File: src/hdl/drm_pkg.sv
package drm_pkg;

	// Default sizes of the region list
	localparam int MAX_REGIONS_DEF = 3;
	localparam int STORE_DEPTH_DEF = 4;
	localparam int MAX_RESULTS     = 3;

	localparam logic [14:0] DIM_MAX = 15'h7fff;

	// Item opcodes
	localparam logic OP_ADD   = 1'b0;
	localparam logic OP_CLEAR = 1'b1;

	// Merge pass selection
	localparam logic M_OVL = 1'b0;
	localparam logic M_WST = 1'b1;

	typedef struct packed {
		logic signed [14:0] x;
		logic signed [14:0] y;
		logic [14:0]        w;
		logic [14:0]        h;
	} box_t;

	typedef struct packed {
		box_t        box;
		logic [29:0] area;
	} entry_t;

	// Shared unit commands
	typedef enum logic [2:0] {
		UC_IDLE  = 3'd0,
		UC_GEO   = 3'd1,
		UC_MBOX  = 3'd2,
		UC_MOVL  = 3'd3,
		UC_MRECT = 3'd4
	} unit_cmd_t;

	// Results of the shared unit
	typedef struct packed {
		box_t        box;
		logic        ovok;
		logic [30:0] sum;
		logic [29:0] prod;
	} unit_res_t;

endpackage

File: src/hdl/drm_store.sv
module drm_store #(
	parameter int DEPTH = drm_pkg::STORE_DEPTH_DEF,
	parameter int IW    = $clog2(DEPTH)
) (
	input  logic             clk,
	input  logic             we,
	input  logic [IW-1:0]    waddr,
	input  drm_pkg::entry_t  wdata,
	input  logic [IW-1:0]    raddr_a,
	input  logic [IW-1:0]    raddr_b,
	output drm_pkg::entry_t  rdata_a,
	output drm_pkg::entry_t  rdata_b
);
	import drm_pkg::*;

	entry_t mem [DEPTH];

	// Write one entry, read two with registered data
	always_ff @(posedge clk) begin
		if (we) begin
			mem[waddr] <= wdata;
		end
		rdata_a <= mem[raddr_a];
		rdata_b <= mem[raddr_b];
	end

endmodule

File: src/hdl/drm_unit.sv
module drm_unit (
	input  logic                 clk,
	input  drm_pkg::unit_cmd_t   cmd,
	input  drm_pkg::entry_t      ent_a,
	input  drm_pkg::entry_t      ent_b,
	input  drm_pkg::box_t        rect,
	output drm_pkg::unit_res_t   res
);
	import drm_pkg::*;

	logic signed [17:0] xa, xb, ya, yb, ra, rb, da, db;
	logic signed [17:0] lx, ty, rx, dy, dw, dh;
	logic signed [17:0] ox0, ox1, oy0, oy1, odw, odh;
	logic [14:0]        bw, bh, ow_q, oh_q, ma, mb;
	logic [29:0]        prod_d;

	// Edges of both entries
	always_comb begin
		xa = 18'(ent_a.box.x);
		xb = 18'(ent_b.box.x);
		ya = 18'(ent_a.box.y);
		yb = 18'(ent_b.box.y);
		ra = xa + 18'(signed'({1'b0, ent_a.box.w}));
		rb = xb + 18'(signed'({1'b0, ent_b.box.w}));
		da = ya + 18'(signed'({1'b0, ent_a.box.h}));
		db = yb + 18'(signed'({1'b0, ent_b.box.h}));
		// Bounding box, saturated
		lx = (xa < xb) ? xa : xb;
		ty = (ya < yb) ? ya : yb;
		rx = (ra > rb) ? ra : rb;
		dy = (da > db) ? da : db;
		dw = rx - lx;
		dh = dy - ty;
		bw = (dw > 18'sd32767) ? DIM_MAX : dw[14:0];
		bh = (dh > 18'sd32767) ? DIM_MAX : dh[14:0];
		// Intersection
		ox0 = (xa > xb) ? xa : xb;
		ox1 = (ra < rb) ? ra : rb;
		oy0 = (ya > yb) ? ya : yb;
		oy1 = (da < db) ? da : db;
		odw = ox1 - ox0;
		odh = oy1 - oy0;
	end

	// Select multiplier operands
	always_comb begin
		case (cmd)
			UC_MBOX: begin
				ma = res.box.w;
				mb = res.box.h;
			end
			UC_MOVL: begin
				ma = ow_q;
				mb = oh_q;
			end
			UC_MRECT: begin
				ma = rect.w;
				mb = rect.h;
			end
			default: begin
				ma = '0;
				mb = '0;
			end
		endcase
	end

	assign prod_d = ma * mb;

	// Register geometry and product
	always_ff @(posedge clk) begin
		if (cmd == UC_GEO) begin
			res.box.x <= lx[14:0];
			res.box.y <= ty[14:0];
			res.box.w <= bw;
			res.box.h <= bh;
			res.ovok  <= !(ox0 > ox1) && !(oy0 > oy1);
			res.sum   <= {1'b0, ent_a.area} + {1'b0, ent_b.area};
			ow_q      <= odw[14:0];
			oh_q      <= odh[14:0];
		end
		if (cmd == UC_MBOX || cmd == UC_MOVL || cmd == UC_MRECT) begin
			res.prod <= prod_d;
		end
	end

endmodule

File: src/hdl/dirty_rect_merge_list.sv
// An add is appended (APP, AWR); each scan steps every entry pair through RD, GEO,
// MB, MO, EV; each merge runs MRD, MGEO, MMB, MWR and compacts via CRD, CWR per
// entry. A clear or an add to a full list goes straight to reporting: each region
// passes ORD, OLD, OUT, an empty list ORD, OUT, plus any output stall. Throughput:
// one item at a time; the next may be taken in the cycle after the last result
// transfer. Reset: asynchronous active-low reset empties the list.
module dirty_rect_merge_list #(
	parameter int MAX_REGIONS = drm_pkg::MAX_REGIONS_DEF,
	parameter int STORE_DEPTH = drm_pkg::STORE_DEPTH_DEF
) (
	input  logic        clk,
	input  logic        arst_n,
	input  logic        in_valid,
	output logic        in_stall,
	input  logic        opcode,
	input  logic [14:0] rect_x,
	input  logic [14:0] rect_y,
	input  logic [14:0] rect_w,
	input  logic [14:0] rect_h,
	output logic        res_valid,
	input  logic        res_stall,
	output logic [14:0] out_x,
	output logic [14:0] out_y,
	output logic [14:0] out_w,
	output logic [14:0] out_h,
	output logic        out_valid,
	output logic [2:0]  region_count,
	output logic        last
);
	import drm_pkg::*;

	localparam int IW = $clog2(STORE_DEPTH);
	localparam int CW = $clog2(STORE_DEPTH + 1);

	typedef enum logic [17:0] {
		S_IDLE = 18'h00001,
		S_APP  = 18'h00002,
		S_AWR  = 18'h00004,
		S_DEC  = 18'h00008,
		S_RD   = 18'h00010,
		S_GEO  = 18'h00020,
		S_MB   = 18'h00040,
		S_MO   = 18'h00080,
		S_EV   = 18'h00100,
		S_MRD  = 18'h00200,
		S_MGEO = 18'h00400,
		S_MMB  = 18'h00800,
		S_MWR  = 18'h01000,
		S_CRD  = 18'h02000,
		S_CWR  = 18'h04000,
		S_ORD  = 18'h08000,
		S_OLD  = 18'h10000,
		S_OUT  = 18'h20000
	} state_t;

	state_t             state_q;
	logic [CW-1:0]      count_q;
	logic               mode_q;
	logic [IW-1:0]      pi_q, pj_q, bi_q, bj_q, r_q, k_q;
	logic [CW-1:0]      w_q;
	logic               found_q;
	logic [29:0]        best_ovl_q, union_q, cand;
	logic signed [31:0] best_wst_q, waste;
	logic               row_end, scan_end, keep, ilast;
	box_t               rect_q;

	logic               we;
	logic [IW-1:0]      waddr, raddr_a, raddr_b;
	entry_t             wdata, rdata_a, rdata_b;
	unit_cmd_t          cmd;
	unit_res_t          ures;

	drm_store #(.DEPTH(STORE_DEPTH), .IW(IW)) u_store (
		.clk     (clk),
		.we      (we),
		.waddr   (waddr),
		.wdata   (wdata),
		.raddr_a (raddr_a),
		.raddr_b (raddr_b),
		.rdata_a (rdata_a),
		.rdata_b (rdata_b)
	);

	drm_unit u_unit (
		.clk   (clk),
		.cmd   (cmd),
		.ent_a (rdata_a),
		.ent_b (rdata_b),
		.rect  (rect_q),
		.res   (ures)
	);

	assign in_stall  = (state_q != S_IDLE);
	assign res_valid = (state_q == S_OUT);

	// Drive store ports and unit command
	always_comb begin
		we      = 1'b0;
		waddr   = count_q[IW-1:0];
		wdata   = {rect_q, ures.prod};
		raddr_a = pi_q;
		raddr_b = pj_q;
		cmd     = UC_IDLE;
		case (state_q)
			S_APP:  cmd = UC_MRECT;
			S_AWR:  we = 1'b1;
			S_GEO:  cmd = UC_GEO;
			S_MB:   cmd = UC_MBOX;
			S_MO:   cmd = UC_MOVL;
			S_MRD: begin
				raddr_a = bi_q;
				raddr_b = bj_q;
			end
			S_MGEO: cmd = UC_GEO;
			S_MMB:  cmd = UC_MBOX;
			S_MWR: begin
				we    = 1'b1;
				waddr = bi_q;
				wdata = {ures.box, ures.prod};
			end
			S_CRD:  raddr_a = r_q;
			S_CWR: begin
				we    = keep;
				waddr = w_q[IW-1:0];
				wdata = rdata_a;
			end
			S_ORD:  raddr_a = k_q;
			default: ;
		endcase
	end

	// Pair scoring and scan position
	always_comb begin
		cand     = ({1'b0, union_q} < ures.sum && ures.ovok) ? ures.prod : '0;
		waste    = $signed({2'b0, union_q}) - $signed({1'b0, ures.sum});
		row_end  = (CW'(pj_q) == count_q - 1'b1);
		scan_end = row_end && (CW'(pi_q) == count_q - 2'd2);
		keep     = (r_q != bj_q) && (rdata_a.area != '0);
		ilast    = (32'(k_q) + 1 == 32'(count_q)) || (32'(k_q) + 1 == MAX_RESULTS);
	end

	// Sequencer control state
	always_ff @(posedge clk or negedge arst_n) begin
		if (!arst_n) begin
			state_q <= S_IDLE;
			count_q <= '0;
			mode_q  <= M_OVL;
		end else begin
			case (state_q)
				S_IDLE: begin
					if (in_valid) begin
						if (opcode == OP_CLEAR) begin
							count_q <= '0;
							state_q <= S_ORD;
						end else if (count_q == CW'(STORE_DEPTH)) begin
							state_q <= S_ORD;
						end else begin
							state_q <= S_APP;
						end
					end
				end
				S_APP:  state_q <= S_AWR;
				S_AWR: begin
					count_q <= count_q + 1'b1;
					mode_q  <= M_OVL;
					state_q <= S_DEC;
				end
				S_DEC: begin
					if (mode_q == M_OVL && count_q >= CW'(2)) begin
						state_q <= S_RD;
					end else if (32'(count_q) > MAX_REGIONS && count_q > CW'(1)) begin
						mode_q  <= M_WST;
						state_q <= S_RD;
					end else begin
						state_q <= S_ORD;
					end
				end
				S_RD:   state_q <= S_GEO;
				S_GEO:  state_q <= S_MB;
				S_MB:   state_q <= S_MO;
				S_MO:   state_q <= S_EV;
				S_EV: begin
					if (!scan_end) begin
						state_q <= S_RD;
					end else if (mode_q == M_WST) begin
						state_q <= S_MRD;
					end else if (found_q || cand > best_ovl_q) begin
						state_q <= S_MRD;
					end else begin
						mode_q  <= M_WST;
						state_q <= S_DEC;
					end
				end
				S_MRD:  state_q <= S_MGEO;
				S_MGEO: state_q <= S_MMB;
				S_MMB:  state_q <= S_MWR;
				S_MWR:  state_q <= S_CRD;
				S_CRD:  state_q <= S_CWR;
				S_CWR: begin
					if (CW'(r_q) == count_q - 1'b1) begin
						count_q <= w_q + CW'(keep);
						state_q <= S_DEC;
					end else begin
						state_q <= S_CRD;
					end
				end
				S_ORD:  state_q <= (count_q == '0) ? S_OUT : S_OLD;
				S_OLD:  state_q <= S_OUT;
				S_OUT: begin
					if (!res_stall) begin
						state_q <= last ? S_IDLE : S_ORD;
					end
				end
				default: state_q <= S_IDLE;
			endcase
		end
	end

	// Datapath registers
	always_ff @(posedge clk) begin
		case (state_q)
			S_IDLE: begin
				rect_q <= {rect_x, rect_y, rect_w, rect_h};
				k_q    <= '0;
			end
			S_DEC: begin
				// start a scan at the first pair
				pi_q       <= '0;
				pj_q       <= IW'(1);
				found_q    <= 1'b0;
				best_ovl_q <= '0;
				best_wst_q <= '0;
				bi_q       <= '0;
				bj_q       <= '0;
				k_q        <= '0;
			end
			S_MO: union_q <= ures.prod;
			S_EV: begin
				if (mode_q == M_OVL) begin
					if (cand > best_ovl_q) begin
						best_ovl_q <= cand;
						found_q    <= 1'b1;
						bi_q       <= pi_q;
						bj_q       <= pj_q;
					end
				end else if (!found_q || waste < best_wst_q) begin
					best_wst_q <= waste;
					found_q    <= 1'b1;
					bi_q       <= pi_q;
					bj_q       <= pj_q;
				end
				// advance to the next pair
				if (row_end) begin
					pi_q <= pi_q + 1'b1;
					pj_q <= pi_q + 1'b1 + 1'b1;
				end else begin
					pj_q <= pj_q + 1'b1;
				end
			end
			S_MWR: begin
				r_q <= '0;
				w_q <= '0;
			end
			S_CWR: begin
				// compact: drop the merged partner and empty entries
				if (keep) begin
					w_q <= w_q + 1'b1;
				end
				r_q <= r_q + 1'b1;
			end
			S_ORD: begin
				if (count_q == '0) begin
					out_x        <= '0;
					out_y        <= '0;
					out_w        <= '0;
					out_h        <= '0;
					out_valid    <= 1'b0;
					region_count <= '0;
					last         <= 1'b1;
				end
			end
			S_OLD: begin
				out_x        <= rdata_a.box.x;
				out_y        <= rdata_a.box.y;
				out_w        <= rdata_a.box.w;
				out_h        <= rdata_a.box.h;
				out_valid    <= 1'b1;
				region_count <= 3'(count_q);
				last         <= ilast;
			end
			S_OUT: begin
				if (!res_stall) begin
					k_q <= k_q + 1'b1;
				end
			end
			default: ;
		endcase
	end

endmodule

File: config.mk
export PLATFORM = sky130hd
export DESIGN_NAME = dirty_rect_merge_list
export DESIGN_NICKNAME = d
export VERILOG_FILES = /design/src/hdl/drm_pkg.sv /design/src/hdl/drm_store.sv /design/src/hdl/drm_unit.sv /design/src/hdl/dirty_rect_merge_list.sv
export SDC_FILE = /design/constraint.sdc
export NUM_CORES = 2
export LEC_CHECK = 0
export BUFFER_PORTS_ARGS = -buffer_cell sky130_fd_sc_hd__buf_2
export CELL_PAD_IN_SITES_DETAIL_PLACEMENT = 0
export CELL_PAD_IN_SITES_GLOBAL_PLACEMENT = 2
export CORE_MARGIN = 2
export CORE_UTILIZATION = 45
export DETAILED_ROUTE_END_ITERATION = 8
export GPL_TIMING_DRIVEN = 0
export PLACE_DENSITY = 0.85
export SLEW_MARGIN = 10
export SYNTH_ARGS = -nofsm -noshare
export SYNTH_HDL_FRONTEND = slang
export SYNTH_SLANG_ARGS = --single-unit
File: constraint.sdc
create_clock -name clk -period 24.1 [get_ports clk]
set_input_delay 2.41 -clock clk [delete_from_list [all_inputs] [get_ports clk]]
set_output_delay 2.41 -clock clk [all_outputs]
set_load 0.05 [all_outputs]
* After elaboration in Yosys (flattened, before gate mapping)
Memory sizes are Yosys's and may differ from the RTL's. A register that Yosys moved wholly into a read port is not among the register bits.
Cells that the tools add are included.
** Storage, ports and cells
- Register bits :: 407
- Bits in writable memories :: 360
- Memories :: 1
- Word-level logic and storage cells :: 238
** Memories
- u_store.mem :: words 4, bits a word 90, rd ports 2, clocked after memory_dff 2, wr ports 1, RTL line drm_store.sv:16 : entry_t mem [DEPTH];
** Cells by class
- Eq/ne operators :: 46
- Bitwise operators :: 1
- Reductions and logical operators :: 36
- $lt $le $gt $ge :: 18
- $mul :: 1
- Add/subtract/negate cells :: 21
- Mux-type cells :: 80
** Operators with widths (number)
- 18-bit case mux with 18 select lines :: 1
- 18-bit two-way mux :: 11
- 90-bit case mux with 2 select lines :: 1
- 15-bit case mux with 2 select lines :: 4
- 30-bit two-way mux :: 3
- 15-bit case mux with 3 select lines :: 2
- 16-bit two-way mux :: 5
- 18-bit greater-than comparator :: 4
- 15-bit by 16-bit adder with 17-bit output :: 4
- 32-bit two-way mux :: 2
- 32-bit case mux with 2 select lines :: 1
- 30-bit case mux with 2 select lines :: 1
- 18-bit by 16-bit greater-than comparator with 1-bit output, second input constant :: 2
- 18-bit less-than comparator :: 2
- 18-bit subtractor :: 2
- 32-bit by 3-bit equality test with 1-bit output :: 1
- 32-bit less-than comparator :: 1
- 30-bit by 31-bit subtractor with 32-bit output :: 1
- 30-bit by 30-bit adder with 31-bit output :: 1
- 30-bit by 31-bit less-than comparator with 1-bit output :: 1
- 15-bit greater-than comparator :: 2
- 30-bit greater-than comparator :: 1
- 15-bit less-than comparator :: 2
- 15-bit by 15-bit multiplier with 30-bit output :: 1
- other kinds (61) :: 147

* Logic depth before layout (Yosys ltp)
- Depth after elaboration :: 9
- Gate-level depth with buffers :: 35
- Gate-level depth less buffers :: 33

* Modules after synthesis
From an unflattened synthesis, not the netlist that was laid out.
** Unflattened totals
- Cell total of the unflattened synthesis :: 4775
- Area, all modules :: 57214.9 µm²
** By module, submodules not included
- drm_unit :: area each 23651.4 µm², cells each 2626, sequential area each 4564.4 µm², instances 1
- drm_store :: area each 18979.5 µm², cells each 764, sequential area each 14413.8 µm², instances 1
- dirty_rect_merge_list :: area each 14584.0 µm², cells each 1385, sequential area each 7548.5 µm², instances 1

* Worst setup path after synthesis
No wires, ideal clock.
- Kind :: register to register
- From :: reg state_q[6]
- To :: reg u_unit.res[29] in the netlist's numbering (data pin)
- Data required time :: 23840 ps
- Path slack :: 15578 ps
- Stages on the path, launching flop included :: 31
- Path buffers :: 3
- Setup time :: 260 ps
- Arrival :: 8263 ps
- Path through :: dfrtp_1 or4_4 nor4b_4 nand2_1 or3_4 nor3b_4 buf_4 buf_6 nand2_1 nand2_1 buf_2 nand2_1 fa_1 fa_1 inv_1 fa_1 fa_1 fa_1 inv_1 fa_1 inv_1 ha_1 and3_1 a31o_2 o22ai_2 o21ai_1 a41o_1 or4_1 a31o_2 a21oi_1 xnor2_1
** Between the ends
- Word-level cells in the longest chain between the ends :: 6
** Ends and longest elaborated chain
- start, declared :: RTL line dirty_rect_merge_list.sv:56 : state_t state_q;
- start signal, assigned :: RTL line dirty_rect_merge_list.sv:145 : state_q <= S_IDLE;
- start signal, assigned :: RTL line dirty_rect_merge_list.sv:154 : state_q <= S_ORD;
- start signal, assigned :: RTL line dirty_rect_merge_list.sv:156 : state_q <= S_ORD;
- 18-bit by 12-bit equality test with 1-bit output (tied with other cells) :: RTL line dirty_rect_merge_list.sv:104 : case (state_q)
- 2-bit OR reduction (no source line)
- 3-bit case mux with 4 select lines * :: RTL line dirty_rect_merge_list.sv:104
- 3-bit equality test / 3-bit by 2-bit equality test with 1-bit output (equally long branches) :: RTL line drm_unit.sv:47 : case (cmd)
- 15-bit case mux with 3 select lines :: RTL line drm_unit.sv:47
- 15-bit by 15-bit multiplier with 30-bit output * :: RTL line drm_unit.sv:67 : assign prod_d = ma * mb;
- via u_unit.prod_d[29] :: RTL line drm_unit.sv:15 : logic [29:0] prod_d;
- end, declared :: RTL line drm_unit.sv:7 : output drm_pkg::unit_res_t res
The timed path passes the listed nets; every way through them passes the cells marked *.
A chain may end at the register's enable or synchronous reset.

* Final worst setup path
- From :: reg state_q[8]
- To :: reg u_unit.res[29] in the netlist's numbering (data pin)
The elaborated chain is that of the path after synthesis.

==> flow_summary.yaml <==
outcome:
  status: "complete, no violations"
logic_synthesis:
  ys_ff_latch: 947
  ys_seq_area_share_pct: 45.9
  synth_edf_count: 745
  synth_area_um2: 57800
  synthDistinctLibCells: 95
  syn_inst: 5523
  synth_flop_cell: "edfxtp_1"
  yosysWarnings: 0
  syn_nets: 6218
  synthArstFlopShare_pct: 2.32
  avgSynthCellArea_um2: 10.5
routing:
  wl_met1_mm: 79.5
  wl_per_cell_um: 24.7
  vias: 42800
  viasPerCell: 5.68
  met2_length_mm: 87.4
  drt.antenna.violating_nets: 0
  firstDrtPassIters: 6
  routed-wl-met3_mm: 11.3
  dr.first_iter.drc_count: 3681
  top_layer: "met5"
  route.detailed.drc: 0
  routed_wl_mm: 187
global_routing:
  grt_first_pass_wirelength_mm: 274
  grt_pass1_vias: 42300
  antenna_found_initial: 8
  grt-ovfl-total: 0
  grt_start_max_net_pins: 53
  grt_usage_pct: 28.2
cells_and_area:
  most-common-layout-cells: "861 x nand2_1, 745 x edfxtp_1, 453 x ha_1"
  final_common_cell: "nand2_1"
  area_growth_pct: 12.0
  finish.instance_area_um2: 64700
  layout.nets: 6492
  layout-drive-gt1-share_pct: 9.42
  final_cells: 7547
sta:
  slew_violations: 0
  min_period_ps: 10380
  final_hold_viol_count: 0
  timing.final.crit_share_pct: 43.1
  max_slew_margin_pct: 7.01
  fin_skew_ps: 44.0
  fmax_mhz: 96.3
  setup_viol: 0
  rsz0062_at_grt: "no"
  worstMarginPinSlew_ps: 1390
  finalSetupTns_ps: 0
placed_design:
  place_area_um2: 61200
  place_hpwl_mm: 144
  place_inst: 7356
  numPortBuffers: 131
  gp_congestion: 0.910
setup_path:
  crit_path_frequent_cell: "fa_1"
  startpoint_type: "flop"
  crit_arrival_ps: 10830
  worst-setup-path-type: "flop to flop"
  endpoint_kind: "flop"
  crit_required_ps: 24550
  path_max_fanout: 10
  critical-path-max-stage-delay_ps: 790
  crit_path_top_delay_cell: "clkbuf_1"
pwr:
  p_leak_nw: 26.9
  vdd_drop_max_v: 0.0000984
  p_per_area_nw_per_um2: 88.4
clock_tree:
  post_cts_resized: 0
  h-tree-depth: 3
  clockBufferDepth: 3
  cts.sinks: 947
  cts_hold_buf: 0
  cts_tree: "yes"
  cts.clk_slew.worst_paths_ps: 60
  cts_setup_buffers: 0
  clk_latency_ps: 730
  numCtsBuffers: 101
  cts_root_buf: "clkbuf_16"
job:
  cap_viol_max_count: 0
floorplanning:
  dieArea_um2: 131000
  rows: 131
  pin_count: 132
  core_um2: 128000
  initial_utilization_pct: 45.3
  fp.dieW_um: 362
  die-height_um: 362
hold_path:
  min_path_type: "flop to flop"
==> worst paths after layout <==
check                      startpoint              to  slack (ps)  cells past startpoint
max in group asynchronous      arst_n      state_q[0]       22060                      1
hold / removal                found_q          mode_q         530                      1
setup / recovery           state_q[8]  u_unit.res[29]       13720                     29
setup reg to reg           state_q[8]  u_unit.res[29]       13720                     29
min in group asynchronous      arst_n      state_q[2]        1660                      1
hold reg to reg               found_q          mode_q         530                      1
==> sequential cells by signal, indices dropped and copies added, names as in the netlist, 3 cells and up <==
signal and flops:
out_h 15, out_x 15, count_q 3, u_store.rdata_a 90, region_count 3, out_w 15
u_unit.oh_q 15, u_store.rdata_b 90, u_unit.res 122, best_wst_q 32, u_store.mem 360, union_q 30
rect_q 60, state_q 18, u_unit.ow_q 15, w_q 3, best_ovl_q 30, out_y 15
==> logic make-up after synthesis <==
kind of cell,synth area share [%]
AND/OR/NAND/NOR,15.0
AO/OA/AOI/OAI,13.0
flip-flops,45.9
buffers and inverters,4.70
adder cells (fa/ha/maj),16.0
XOR/XNOR,2.88
multiplexers,2.56
==> critical path: cells and delay by family (launching register included) <==
| family | cells | cell delay [ps] |
|---|---|---|
| fa+ha+maj | 7 | 3420 |
| compound gates | 10 | 2760 |
| simple gates | 6 | 2170 |
| buf+inv | 5 | 1210 |
| flops | 1 | 440 |
| xor+xnor | 1 | 100 |
==> synthesized netlist by cell type, drive strengths merged (5+ instances only) <==
cell / instances / share of area (%)
a211o: 6 / 0.091
a211oi: 200 / 2.7
a21boi: 10 / 0.15
a21o: 87 / 1.1
a21oi: 189 / 1.6
a222oi: 8 / 0.14
a22oi: 87 / 1.1
a31oi: 199 / 2.2
and2: 254 / 2.8
and2b: 8 / 0.10
and3: 48 / 0.52
and4: 5 / 0.076
buf: 76 / 0.87
clkbuf: 154 / 1.0
dfrtp: 21 / 0.91
dfxtp: 180 / 6.2
edfxtp: 745 / 39
fa: 177 / 6.1
ha: 453 / 9.8
inv: 435 / 2.8
mux2: 78 / 1.5
mux2i: 60 / 1.0
nand2: 862 / 5.6
nand2b: 39 / 0.42
nand3: 51 / 0.45
nand3b: 8 / 0.10
nand4: 34 / 0.37
nor2: 276 / 1.8
nor2b: 128 / 1.4
nor3: 41 / 0.37
nor3b: 9 / 0.16
nor4: 17 / 0.19
o2111ai: 9 / 0.14
o211ai: 10 / 0.13
o21a: 69 / 0.90
o21ai: 157 / 1.4
o21bai: 23 / 0.30
o221ai: 5 / 0.076
o31ai: 11 / 0.15
o41ai: 7 / 0.13
or2: 18 / 0.19
or3: 19 / 0.22
xnor2: 128 / 1.9
xor2: 62 / 0.94
==> per-stage QoR <==
stage               hold WS, ps  worst slack [ps]  power (W)  util [%]
floorplan                   456             15580    0.00340         -
global placement            515             11440    0.00408      47.5
detailed placement          525             13780    0.00410      48.0
CTS                         527             13680    0.00573      50.8
global route                563             13310    0.00599      50.8
finish                      534             13720    0.00572      50.8
==> per-layer routing <==
layer,GRT usage (%),vias up
met5,0,-
met4,11.6,6
met3,4.16,326
met2,46.7,1486
met1,37.2,20900
li1,-,20100
==> layout make-up <==
type	count	area [um^2]
well taps	1662	2080
clock buffers	123	2700
flip-flops and latches	947	26500
plain buffers	230	1080
inverters	435	1630
multi-input cells	3911	28600
fillers	11500	62800
repair buffers	171	1290
diodes	1	2.50
clock inverters	67	781
==> power by group <==
| part | internal, W | switching (W) | total [W] |
|---|---|---|---|
| clock network | 0.000945 | 0.000682 | 0.00163 |
| registers | 0.00201 | 0.000114 | 0.00212 |
| logic | 0.000681 | 0.00129 | 0.00197 |
(Power assumes the default switching activity.)
